File: config.mk
export PLATFORM = sky130hd
export DESIGN_NAME = gamepad_deadzone_conditioner
export DESIGN_NICKNAME = d
export VERILOG_FILES = /design/src/rtl/gdc_pkg.sv /design/src/rtl/gdc_div.sv /design/src/rtl/gdc_dp.sv /design/src/rtl/gdc_ctrl.sv /design/src/rtl/gamepad_deadzone_conditioner.sv
export SDC_FILE = /design/constraint.sdc
export NUM_CORES = 1
export LEC_CHECK = 0
export ABC_AREA = 1
export BUFFER_PORTS_ARGS = -buffer_cell sky130_fd_sc_hd__clkbuf_2
export CORE_MARGIN = 1
export CORE_UTILIZATION = 40
export CTS_BUF_LIST = sky130_fd_sc_hd__clkbuf_4
export CTS_CLUSTER_SIZE = 8
export DETAILED_ROUTE_END_ITERATION = 7
export SLEW_MARGIN = 20
export SYNTH_ARGS = -nofsm -noshare
export SYNTH_HDL_FRONTEND = slang
export SYNTH_HIERARCHICAL = 1
export SYNTH_SLANG_ARGS = --single-unit
File: constraint.sdc
create_clock -name clk_i -period 8.3 [get_ports clk_i]
set_input_delay 0 -clock clk_i [delete_from_list [all_inputs] [get_ports clk_i]]
set_output_delay 0 -clock clk_i [all_outputs]
set_load 0.01 [all_outputs]
File: src/rtl/gdc_pkg.sv
`timescale 1ns / 1ps
// gdc_pkg: constants, codes and shared types of the gamepad deadzone conditioner
// used by every module under rtl; depends on nothing

package gdc_pkg;

  localparam int OUT_FRAC_BITS = 15;
  localparam int LIM_BITS      = (OUT_FRAC_BITS > 15) ? 15 : OUT_FRAC_BITS;
  localparam int SAT_SHIFT     = OUT_FRAC_BITS - LIM_BITS;

  localparam int AXIS_W    = 16;
  localparam int TRIG_W    = 8;
  localparam int BTN_W     = 16;
  localparam int DZ_W      = 15;
  localparam int DELAY_W   = 16;
  localparam int SHTRIG_W  = 15;
  localparam int NUMX_W    = AXIS_W + SAT_SHIFT;
  localparam int CNT_W     = $clog2(LIM_BITS + 1);

  localparam int CFG_IDX_W  = 2;
  localparam int CFG_DATA_W = 16;

  localparam int S_TDATA_W = 96;
  localparam int S_TUSER_W = 1;
  localparam int M_TDATA_W = 112;
  localparam int M_TUSER_W = 2;

  localparam logic [DZ_W-1:0]     STICK_FULL  = 15'd32767;
  localparam logic [DZ_W-1:0]     TRIG_FULL   = 15'd255;
  localparam logic [BTN_W-1:0]    BUTTON_MASK = 16'hF3FF;
  localparam logic [LIM_BITS-1:0] LIM         = '1;

  localparam logic [DZ_W-1:0]    LDZ_RST   = 15'd7849;
  localparam logic [DZ_W-1:0]    RDZ_RST   = 15'd8689;
  localparam logic [TRIG_W-1:0]  TH_RST    = 8'd30;
  localparam logic [DELAY_W-1:0] DELAY_RST = 16'd120;

  typedef enum logic [CFG_IDX_W-1:0] {
    CFG_LEFT_DZ  = 2'd0,
    CFG_RIGHT_DZ = 2'd1,
    CFG_TRIG_TH  = 2'd2,
    CFG_DELAY    = 2'd3
  } cfg_idx_e;

  typedef enum logic [2:0] {
    JOB_LX = 3'd0,
    JOB_LY = 3'd1,
    JOB_RX = 3'd2,
    JOB_RY = 3'd3,
    JOB_LT = 3'd4,
    JOB_RT = 3'd5
  } job_e;

  typedef enum logic [2:0] {
    ST_IDLE,
    ST_DECIDE,
    ST_START,
    ST_WAIT,
    ST_DONE
  } state_e;

  typedef struct packed {
    logic cap_in;
    logic skip_tick;
    logic drop_link;
    logic take_link;
    logic div_start;
    logic store_job;
    logic load_out;
    job_e job;
  } gdc_cmd_t;

  typedef struct packed {
    logic link_up;
    logic cool_nz;
    logic present;
    logic div_done;
  } gdc_stat_t;

  typedef struct packed {
    logic                connected;
    logic                polled;
    logic [BTN_W-1:0]    buttons;
    logic                lt_pressed;
    logic                rt_pressed;
    logic [AXIS_W-1:0]   left_x;
    logic [AXIS_W-1:0]   left_y;
    logic [AXIS_W-1:0]   right_x;
    logic [AXIS_W-1:0]   right_y;
    logic [SHTRIG_W-1:0] left_trigger;
    logic [SHTRIG_W-1:0] right_trigger;
  } gdc_res_t;

endpackage

File: src/rtl/gdc_div.sv
`timescale 1ns / 1ps
// gdc_div: shared restoring divider, one quotient bit per cycle
// depends on gdc_pkg

module gdc_div
  import gdc_pkg::*;
(
  input  logic                clk_i,
  input  logic                rst_ni,
  input  logic                start_i,
  input  logic [AXIS_W-1:0]   num_i,
  input  logic [DZ_W-1:0]     den_i,
  output logic                done_o,
  output logic [LIM_BITS-1:0] quot_o
);

  logic                busy_q, busy_d;
  logic                done_q, done_d;
  logic [CNT_W-1:0]    cnt_q, cnt_d;
  logic [DZ_W-1:0]     rem_q, rem_d;
  logic [DZ_W-1:0]     den_q, den_d;
  logic [LIM_BITS-1:0] quot_q, quot_d;
  logic [NUMX_W-1:0]   numx;
  logic [DZ_W:0]       shifted;
  logic [DZ_W:0]       trial;
  logic                ge;

  assign numx    = NUMX_W'(num_i) << SAT_SHIFT;
  assign shifted = {rem_q, 1'b0};
  assign ge      = shifted >= {1'b0, den_q};
  assign trial   = shifted - {1'b0, den_q};

  always_comb begin
    busy_d = busy_q;
    done_d = 1'b0;
    cnt_d  = cnt_q;
    rem_d  = rem_q;
    den_d  = den_q;
    quot_d = quot_q;
    if (start_i) begin
      busy_d = 1'b1;
      cnt_d  = CNT_W'(LIM_BITS);
      rem_d  = numx[DZ_W-1:0];
      den_d  = den_i;
      quot_d = '0;
    end else if (busy_q) begin
      rem_d  = ge ? trial[DZ_W-1:0] : shifted[DZ_W-1:0];
      quot_d = LIM_BITS'({quot_q, ge});
      cnt_d  = cnt_q - CNT_W'(1);
      if (cnt_q == CNT_W'(1)) begin
        busy_d = 1'b0;
        done_d = 1'b1;
      end
    end
  end

  always_ff @(posedge clk_i or negedge rst_ni) begin
    if (!rst_ni) begin
      busy_q <= 1'b0;
      done_q <= 1'b0;
      cnt_q  <= '0;
    end else begin
      busy_q <= busy_d;
      done_q <= done_d;
      cnt_q  <= cnt_d;
    end
  end

  always_ff @(posedge clk_i) begin
    rem_q  <= rem_d;
    den_q  <= den_d;
    quot_q <= quot_d;
  end

  assign done_o = done_q;
  assign quot_o = quot_q;

endmodule

File: src/rtl/gdc_dp.sv
`timescale 1ns / 1ps
// gdc_dp: datapath with config registers, link state, operand select and result registers
// depends on gdc_pkg and gdc_div

module gdc_dp
  import gdc_pkg::*;
(
  input  logic                  clk_i,
  input  logic                  rst_ni,
  input  logic                  cfg_we_i,
  input  logic [CFG_IDX_W-1:0]  cfg_idx_i,
  input  logic [CFG_DATA_W-1:0] cfg_wdata_i,
  input  logic [S_TDATA_W-1:0]  in_data_i,
  input  logic                  in_present_i,
  input  gdc_cmd_t              cmd_i,
  output gdc_stat_t             stat_o,
  output gdc_res_t              out_o
);

  logic [DZ_W-1:0]    ldz_q, rdz_q;
  logic [TRIG_W-1:0]  th_q;
  logic [DELAY_W-1:0] delay_q;
  logic               link_q, link_d;
  logic [DELAY_W-1:0] cool_q, cool_d;

  logic [S_TDATA_W-1:0] data_q;
  logic                 present_q;
  gdc_res_t             res_q, res_d;
  gdc_res_t             out_q;

  logic [BTN_W-1:0]  raw_btn;
  logic [TRIG_W-1:0] raw_lt, raw_rt;
  logic [AXIS_W-1:0] raw_lx, raw_ly, raw_rx, raw_ry;

  logic [AXIS_W-1:0]   sel_raw;
  logic                sel_stick;
  logic [DZ_W-1:0]     sel_dz;
  logic                neg;
  logic [AXIS_W-1:0]   mag;
  logic [AXIS_W-1:0]   n;
  logic [DZ_W-1:0]     den;
  logic                zero;
  logic                sat;
  logic [NUMX_W-1:0]   numx;
  logic [LIM_BITS-1:0] quot;
  logic [LIM_BITS-1:0] val;
  logic [AXIS_W-1:0]   val16;
  logic [AXIS_W-1:0]   sval;

  assign raw_btn = data_q[15:0];
  assign raw_lt  = data_q[23:16];
  assign raw_rt  = data_q[31:24];
  assign raw_lx  = data_q[47:32];
  assign raw_ly  = data_q[63:48];
  assign raw_rx  = data_q[79:64];
  assign raw_ry  = data_q[95:80];

  // config writes
  always_ff @(posedge clk_i or negedge rst_ni) begin
    if (!rst_ni) begin
      ldz_q   <= LDZ_RST;
      rdz_q   <= RDZ_RST;
      th_q    <= TH_RST;
      delay_q <= DELAY_RST;
    end else if (cfg_we_i) begin
      case (cfg_idx_e'(cfg_idx_i))
        CFG_LEFT_DZ:  ldz_q   <= cfg_wdata_i[DZ_W-1:0];
        CFG_RIGHT_DZ: rdz_q   <= cfg_wdata_i[DZ_W-1:0];
        CFG_TRIG_TH:  th_q    <= cfg_wdata_i[TRIG_W-1:0];
        CFG_DELAY:    delay_q <= cfg_wdata_i[DELAY_W-1:0];
        default:      ;
      endcase
    end
  end

  // operand select
  always_comb begin
    case (cmd_i.job)
      JOB_LX:  begin sel_raw = raw_lx; sel_stick = 1'b1; sel_dz = ldz_q; end
      JOB_LY:  begin sel_raw = raw_ly; sel_stick = 1'b1; sel_dz = ldz_q; end
      JOB_RX:  begin sel_raw = raw_rx; sel_stick = 1'b1; sel_dz = rdz_q; end
      JOB_RY:  begin sel_raw = raw_ry; sel_stick = 1'b1; sel_dz = rdz_q; end
      JOB_LT:  begin
        sel_raw = AXIS_W'(raw_lt); sel_stick = 1'b0; sel_dz = DZ_W'(th_q);
      end
      JOB_RT:  begin
        sel_raw = AXIS_W'(raw_rt); sel_stick = 1'b0; sel_dz = DZ_W'(th_q);
      end
      default: begin sel_raw = '0; sel_stick = 1'b0; sel_dz = '0; end
    endcase
  end

  assign neg  = sel_stick & sel_raw[AXIS_W-1];
  assign mag  = neg ? (~sel_raw + AXIS_W'(1)) : sel_raw;
  assign zero = mag <= AXIS_W'(sel_dz);
  assign n    = mag - AXIS_W'(sel_dz);
  assign den  = (sel_stick ? STICK_FULL : TRIG_FULL) - sel_dz;
  assign numx = NUMX_W'(n) << SAT_SHIFT;
  assign sat  = numx >= NUMX_W'(den);

  gdc_div u_div (
    .clk_i  (clk_i),
    .rst_ni (rst_ni),
    .start_i(cmd_i.div_start),
    .num_i  (n),
    .den_i  (den),
    .done_o (stat_o.div_done),
    .quot_o (quot)
  );

  assign val   = zero ? '0 : (sat ? LIM : quot);
  assign val16 = AXIS_W'(val);
  assign sval  = neg ? (~val16 + AXIS_W'(1)) : val16;

  // link state and result register
  always_comb begin
    link_d = link_q;
    cool_d = cool_q;
    res_d  = res_q;
    if (cmd_i.skip_tick) begin
      cool_d = cool_q - DELAY_W'(1);
      res_d  = '0;
    end
    if (cmd_i.drop_link) begin
      link_d       = 1'b0;
      cool_d       = delay_q;
      res_d        = '0;
      res_d.polled = 1'b1;
    end
    if (cmd_i.take_link) begin
      link_d           = 1'b1;
      res_d            = '0;
      res_d.connected  = 1'b1;
      res_d.polled     = 1'b1;
      res_d.buttons    = raw_btn & BUTTON_MASK;
      res_d.lt_pressed = raw_lt > th_q;
      res_d.rt_pressed = raw_rt > th_q;
    end
    if (cmd_i.store_job) begin
      case (cmd_i.job)
        JOB_LX:  res_d.left_x        = sval;
        JOB_LY:  res_d.left_y        = sval;
        JOB_RX:  res_d.right_x       = sval;
        JOB_RY:  res_d.right_y       = sval;
        JOB_LT:  res_d.left_trigger  = SHTRIG_W'(val);
        JOB_RT:  res_d.right_trigger = SHTRIG_W'(val);
        default: ;
      endcase
    end
  end

  always_ff @(posedge clk_i or negedge rst_ni) begin
    if (!rst_ni) begin
      link_q <= 1'b0;
      cool_q <= '0;
    end else begin
      link_q <= link_d;
      cool_q <= cool_d;
    end
  end

  always_ff @(posedge clk_i) begin
    res_q <= res_d;
    if (cmd_i.cap_in) begin
      data_q    <= in_data_i;
      present_q <= in_present_i;
    end
    if (cmd_i.load_out) begin
      out_q <= res_q;
    end
  end

  assign stat_o.link_up = link_q;
  assign stat_o.cool_nz = cool_q != '0;
  assign stat_o.present = present_q;
  assign out_o          = out_q;

endmodule

File: src/rtl/gdc_ctrl.sv
`timescale 1ns / 1ps
// gdc_ctrl: controller state machine, sequences one report through the datapath
// depends on gdc_pkg

module gdc_ctrl
  import gdc_pkg::*;
(
  input  logic      clk_i,
  input  logic      rst_ni,
  input  logic      in_valid_i,
  output logic      in_ready_o,
  output logic      out_valid_o,
  input  logic      out_ready_i,
  input  gdc_stat_t stat_i,
  output gdc_cmd_t  cmd_o
);

  state_e state_q, state_d;
  job_e   job_q, job_d;
  logic   out_valid_q, out_valid_d;

  always_comb begin
    state_d     = state_q;
    job_d       = job_q;
    out_valid_d = out_valid_q;
    in_ready_o  = 1'b0;
    cmd_o       = '0;
    cmd_o.job   = job_q;

    if (out_valid_q && out_ready_i) begin
      out_valid_d = 1'b0;
    end

    case (state_q)
      ST_IDLE: begin
        in_ready_o = 1'b1;
        if (in_valid_i) begin
          cmd_o.cap_in = 1'b1;
          state_d      = ST_DECIDE;
        end
      end
      ST_DECIDE: begin
        if (!stat_i.link_up && stat_i.cool_nz) begin
          cmd_o.skip_tick = 1'b1;
          state_d         = ST_DONE;
        end else if (!stat_i.present) begin
          cmd_o.drop_link = 1'b1;
          state_d         = ST_DONE;
        end else begin
          cmd_o.take_link = 1'b1;
          job_d           = JOB_LX;
          state_d         = ST_START;
        end
      end
      ST_START: begin
        cmd_o.div_start = 1'b1;
        state_d         = ST_WAIT;
      end
      ST_WAIT: begin
        if (stat_i.div_done) begin
          cmd_o.store_job = 1'b1;
          if (job_q == JOB_RT) begin
            state_d = ST_DONE;
          end else begin
            job_d   = job_e'(job_q + 3'd1);
            state_d = ST_START;
          end
        end
      end
      ST_DONE: begin
        if (!out_valid_q || out_ready_i) begin
          cmd_o.load_out = 1'b1;
          out_valid_d    = 1'b1;
          state_d        = ST_IDLE;
        end
      end
      default: state_d = ST_IDLE;
    endcase
  end

  always_ff @(posedge clk_i or negedge rst_ni) begin
    if (!rst_ni) begin
      state_q     <= ST_IDLE;
      job_q       <= JOB_LX;
      out_valid_q <= 1'b0;
    end else begin
      state_q     <= state_d;
      job_q       <= job_d;
      out_valid_q <= out_valid_d;
    end
  end

  assign out_valid_o = out_valid_q;

endmodule

File: src/rtl/gamepad_deadzone_conditioner.sv
`timescale 1ns / 1ps
// gamepad_deadzone_conditioner: top level, stream ports and field packing
// depends on gdc_pkg, gdc_ctrl and gdc_dp (which holds gdc_div)
// a skipped or absent-controller report goes from ST_DECIDE through ST_DONE into the output register;
// a present one first runs the six axis and trigger jobs one after another through the divider
// a new report is taken only after the last one is loaded out, as the single divider is shared
// reset clears link state, cooldown and handshakes and loads the config reset values

module gamepad_deadzone_conditioner
  import gdc_pkg::*;
(
  input  logic                  clk_i,
  input  logic                  rst_ni,
  input  logic                  s_axis_tvalid_i,
  output logic                  s_axis_tready_o,
  // raw_buttons, raw_left_trigger, raw_right_trigger, raw_left_x, raw_left_y,
  // raw_right_x, raw_right_y
  input  logic [S_TDATA_W-1:0]  s_axis_tdata_i,
  // device_present
  input  logic [S_TUSER_W-1:0]  s_axis_tuser_i,
  output logic                  m_axis_tvalid_o,
  input  logic                  m_axis_tready_i,
  // buttons, left_trigger_pressed, right_trigger_pressed, left_x, left_y,
  // right_x, right_y, left_trigger, right_trigger
  output logic [M_TDATA_W-1:0]  m_axis_tdata_o,
  // connected, polled
  output logic [M_TUSER_W-1:0]  m_axis_tuser_o,
  input  logic                  cfg_we_i,
  input  logic [CFG_IDX_W-1:0]  cfg_idx_i,
  input  logic [CFG_DATA_W-1:0] cfg_wdata_i
);

  gdc_cmd_t  cmd;
  gdc_stat_t stat;
  gdc_res_t  res;

  gdc_ctrl u_ctrl (
    .clk_i      (clk_i),
    .rst_ni     (rst_ni),
    .in_valid_i (s_axis_tvalid_i),
    .in_ready_o (s_axis_tready_o),
    .out_valid_o(m_axis_tvalid_o),
    .out_ready_i(m_axis_tready_i),
    .stat_i     (stat),
    .cmd_o      (cmd)
  );

  gdc_dp u_dp (
    .clk_i       (clk_i),
    .rst_ni      (rst_ni),
    .cfg_we_i    (cfg_we_i),
    .cfg_idx_i   (cfg_idx_i),
    .cfg_wdata_i (cfg_wdata_i),
    .in_data_i   (s_axis_tdata_i),
    .in_present_i(s_axis_tuser_i[0]),
    .cmd_i       (cmd),
    .stat_o      (stat),
    .out_o       (res)
  );

  assign m_axis_tdata_o = {res.right_trigger, res.left_trigger,
                           res.right_y, res.right_x, res.left_y, res.left_x,
                           res.rt_pressed, res.lt_pressed, res.buttons};
  assign m_axis_tuser_o = {res.polled, res.connected};

endmodule

==> results.ini <==
[sta]
max_freq_mhz = 143
relSlewSlack_pct = 29.8
holdWs_ns = 0.198
slew_viol_final = 0
finalHoldViolations = 0
fin_crit_ns = 6.98
skew_ns = 0.0669
setup_viol = 0
rsz0062_at_grt = no
final.setup.tns_ns = 0
period_share_pct = 84.1
tightestPinTransition_ns = 1.05

[cts]
clk_pin_slew_ns = 0.07
cts-root-buf = clkbuf_4
clock_latency_ns = 0.88
post_cts_buffers = 0
ctsHoldBuffers = 233
htreeDepth = 3
numClockSinks = 448
cts_resized = 0
cts_made_buffers = 112
cts_tree = done
cts_buffer_depth = 3

[final_layout]
final_cells = 3326
area_growth_pct = 28.7
fillers = 4394
drive_gt1_share_pct = 20.1
nets = 2757
post-route-util_pct = 52.4

[yosys]
yosysSeqAreaShare_pct = 59.7
synth_ff_type = edfxtp_1
synth-simple-area-share_pct = 18.9
ys_types = 61
synthMuxAreaShare_pct = 0.0562
avgSynthCellArea_um2 = 9.90
synth_top_family_by_area = simple AND/OR/NAND/NOR gates
synth_adder_area_share_pct = 4.92
synth_compound_area_share_pct = 7.76
synth-edff-count = 253
syn_area_mm2 = 0.0200
ys_ff_latch = 448
ys_warn_count = 6
async_flop_share_pct = 18.8
synth_xor_area_share_pct = 2.27
syn_inst = 2023

[status]
outcome = complete, no violations

[detailed_routing]
vias = 16100
route.met3.wl_um = 2760
wl_per_cell_um = 15.8
routed_wl_um = 52700
first_iter_violations = 873
top_layer = met4
vias_per_cell = 4.84
final_antenna_net_count = 0
met1_length_um = 22300
wl_met2_um = 25800
firstDrtPassIters = 5
drc = 0

[floorplan]
dieWidth_um = 226
die_area_mm2 = 0.0510
fp.coreArea_mm2 = 0.0492
initial_core_util_pct = 40.7
die_height_um = 226
ios = 236
rows = 81

[placement]
dp_cells = 2877
place_hpwl_um = 34300
gp_congestion = 0.866
portBuffers = 231

[setup_path]
cp_common_cell = nand2_1
path_class = reg2reg
critPathLaunchType = flop
cp_max_fo = 15
cp-startpoint = u_ctrl/job_q[1]
critPathCaptureType = flop
slowest_delay_ns = 0.53
r2r_cells = 40
crit_arrival_ns = 7.79
reg2reg_from = u_ctrl/job_q[1]
slowest_stage = dfrtp_1
worstPathRequired_ns = 9.10

[grt]
first_global_vias = 16400
grt_pass1_wl_um = 83000
grt_overflow = 0
grt_start_max_net_pins = 91
antenna_found_initial = 2
grt_usage_pct = 21.0

[power]
ir_drop_v = 0.000134
cellPowerDensity_mw_per_mm2 = 191
p_leak_nw = 11.9

[run]
cap_violations = 0

[worst_hold_path]
min_from = s_axis_tvalid_i
holdCritPathClass = in2reg
hold_depth = 4

==> path summary, 6_finish.rpt <==
check                                     to  slack, ns
min reg2reg                    u_dp/out_o[2]       0.40
max reg2reg                   u_dp/res_q[90]       1.32
max                           u_dp/res_q[90]       1.32
min in group asynchronous       u_dp/th_q[1]       0.42
min                          u_dp/data_q[26]       0.20
max in group asynchronous  u_ctrl/state_q[0]       7.52
==> synthesized netlist by cell type (5+ instances only) <==
cell type | count | area share, %
nor3_1 | 16 | 0.40
inv_2 | 11 | 0.21
nand3b_1 | 20 | 0.75
a21oi_1 | 46 | 1.1
ha_1 | 74 | 4.6
a31oi_1 | 5 | 0.16
nand4_1 | 20 | 0.62
nor2_2 | 5 | 0.16
buf_6 | 6 | 0.34
o22ai_1 | 14 | 0.44
nor2_1 | 79 | 1.5
nand2_2 | 19 | 0.59
nand3_2 | 9 | 0.45
inv_1 | 255 | 4.8
nand2_1 | 536 | 10
o211ai_1 | 10 | 0.37
o21ai_1 | 10 | 0.25
dfxtp_1 | 111 | 11
edfxtp_1 | 253 | 38
dfrtp_1 | 61 | 7.6
buf_4 | 7 | 0.26
nor2_4 | 6 | 0.34
a22o_1 | 13 | 0.57
xnor2_1 | 17 | 0.74
o21ai_0 | 137 | 3.4
xor2_1 | 35 | 1.5
nand3_1 | 125 | 3.1
clkbuf_1 | 37 | 0.69
o221ai_1 | 7 | 0.31
dfstp_2 | 23 | 3.0
buf_2 | 5 | 0.12
==> per-layer routing <==
| metal | vias up | GRT usage, % |
|---|---|---|
| li1 | 7907 | - |
| met1 | 7583 | 25.1 |
| met2 | 492 | 36.1 |
| met3 | 112 | 3.99 |
| met4 | 0 | 10.0 |
| met5 | - | 0 |
==> critical path, delay by kind of cell (launching register included) <==
family	cells	cell delay, ns
DFF	1	0.53
and+or+nand+nor	23	2.83
AOI/OAI and AO/OA	6	1.40
xor gates and xnor gates	2	0.42
adders and majority gates	4	1.14
buffers and inverters	5	0.59
==> cells in the final DEF, fill, tap and decap left out, types with 4 or more instances in the layout <==
cell type        n
o221ai_1         7
o22ai_1         14
dfxtp_1        111
dfrtp_1         61
xor2_1          35
clkbuf_4       177
clkinv_1        25
xnor2_1         17
inv_1          255
clkbuf_2       230
buf_4           14
o21ai_2          4
nand2_2         19
a31oi_1          5
dlygate4sd3_1  232
clkinv_2         5
a22o_1          13
a211oi_1         4
o21bai_1         4
nand3_1        124
dfstp_2         23
nor3_1          15
nand3_2         10
inv_2           11
a21oi_1         45
o21ai_1         10
o211ai_1        10
a22oi_1          4
nand2_1        536
ha_1            74
nor2_4           6
nand4_1         20
nor2_2           9
nand3b_1        20
and2_1           4
o21ai_0        137
edfxtp_1       253
nor2_1          75
==> logic make-up (layout without fill, tap and decap cells) <==
group	after synthesis	in the layout
fa+ha+maj	77	77
other cells	1	4
buf+inv	323	959
flops	448	448
compound gates	268	268
mux	1	1
simple gates	853	853
xor+xnor	52	52
==> power by group <==
part	internal, mW	switching [mW]	total, mW
clock network	1.01	0.924	1.94
registers	2.39	0.0250	2.42
logic	0.234	0.330	0.564
==> state kept, by name, summed over array words and instances, names as in the netlist, 16 cells and up <==
register and cells:
u_dp/out_o 112, u_dp/data_q 94, u_dp/delay_q 16, u_dp/res_q 112, u_dp/cool_q 16
==> final cells by class <==
| class | instances | area, um^2 | area share (%) |
|---|---|---|---|
| sequential | 448 | 12000 | 46.4 |
| antenna | 2 | 5.00 | 0.0194 |
| inverter | 267 | 1000 | 3.90 |
| tap | 664 | 831 | 3.22 |
| clock buffer | 177 | 1330 | 5.16 |
| timing repair buffer | 478 | 3620 | 14.0 |
| clock inverter | 37 | 216 | 0.840 |
| multi-input combinational | 1253 | 6820 | 26.5 |
==> metrics by stage <==
step	area [um^2]	worst slack (ns)	power, mW
after detailed placement	21900	1.32	2.94
after floorplan	20000	0.513	2.78
after global routing	25800	0.638	5.17
after global placement	21900	1.50	2.92
after CTS	25800	1.35	4.96
final	25800	1.32	4.92
(Power assumes the default switching activity.)
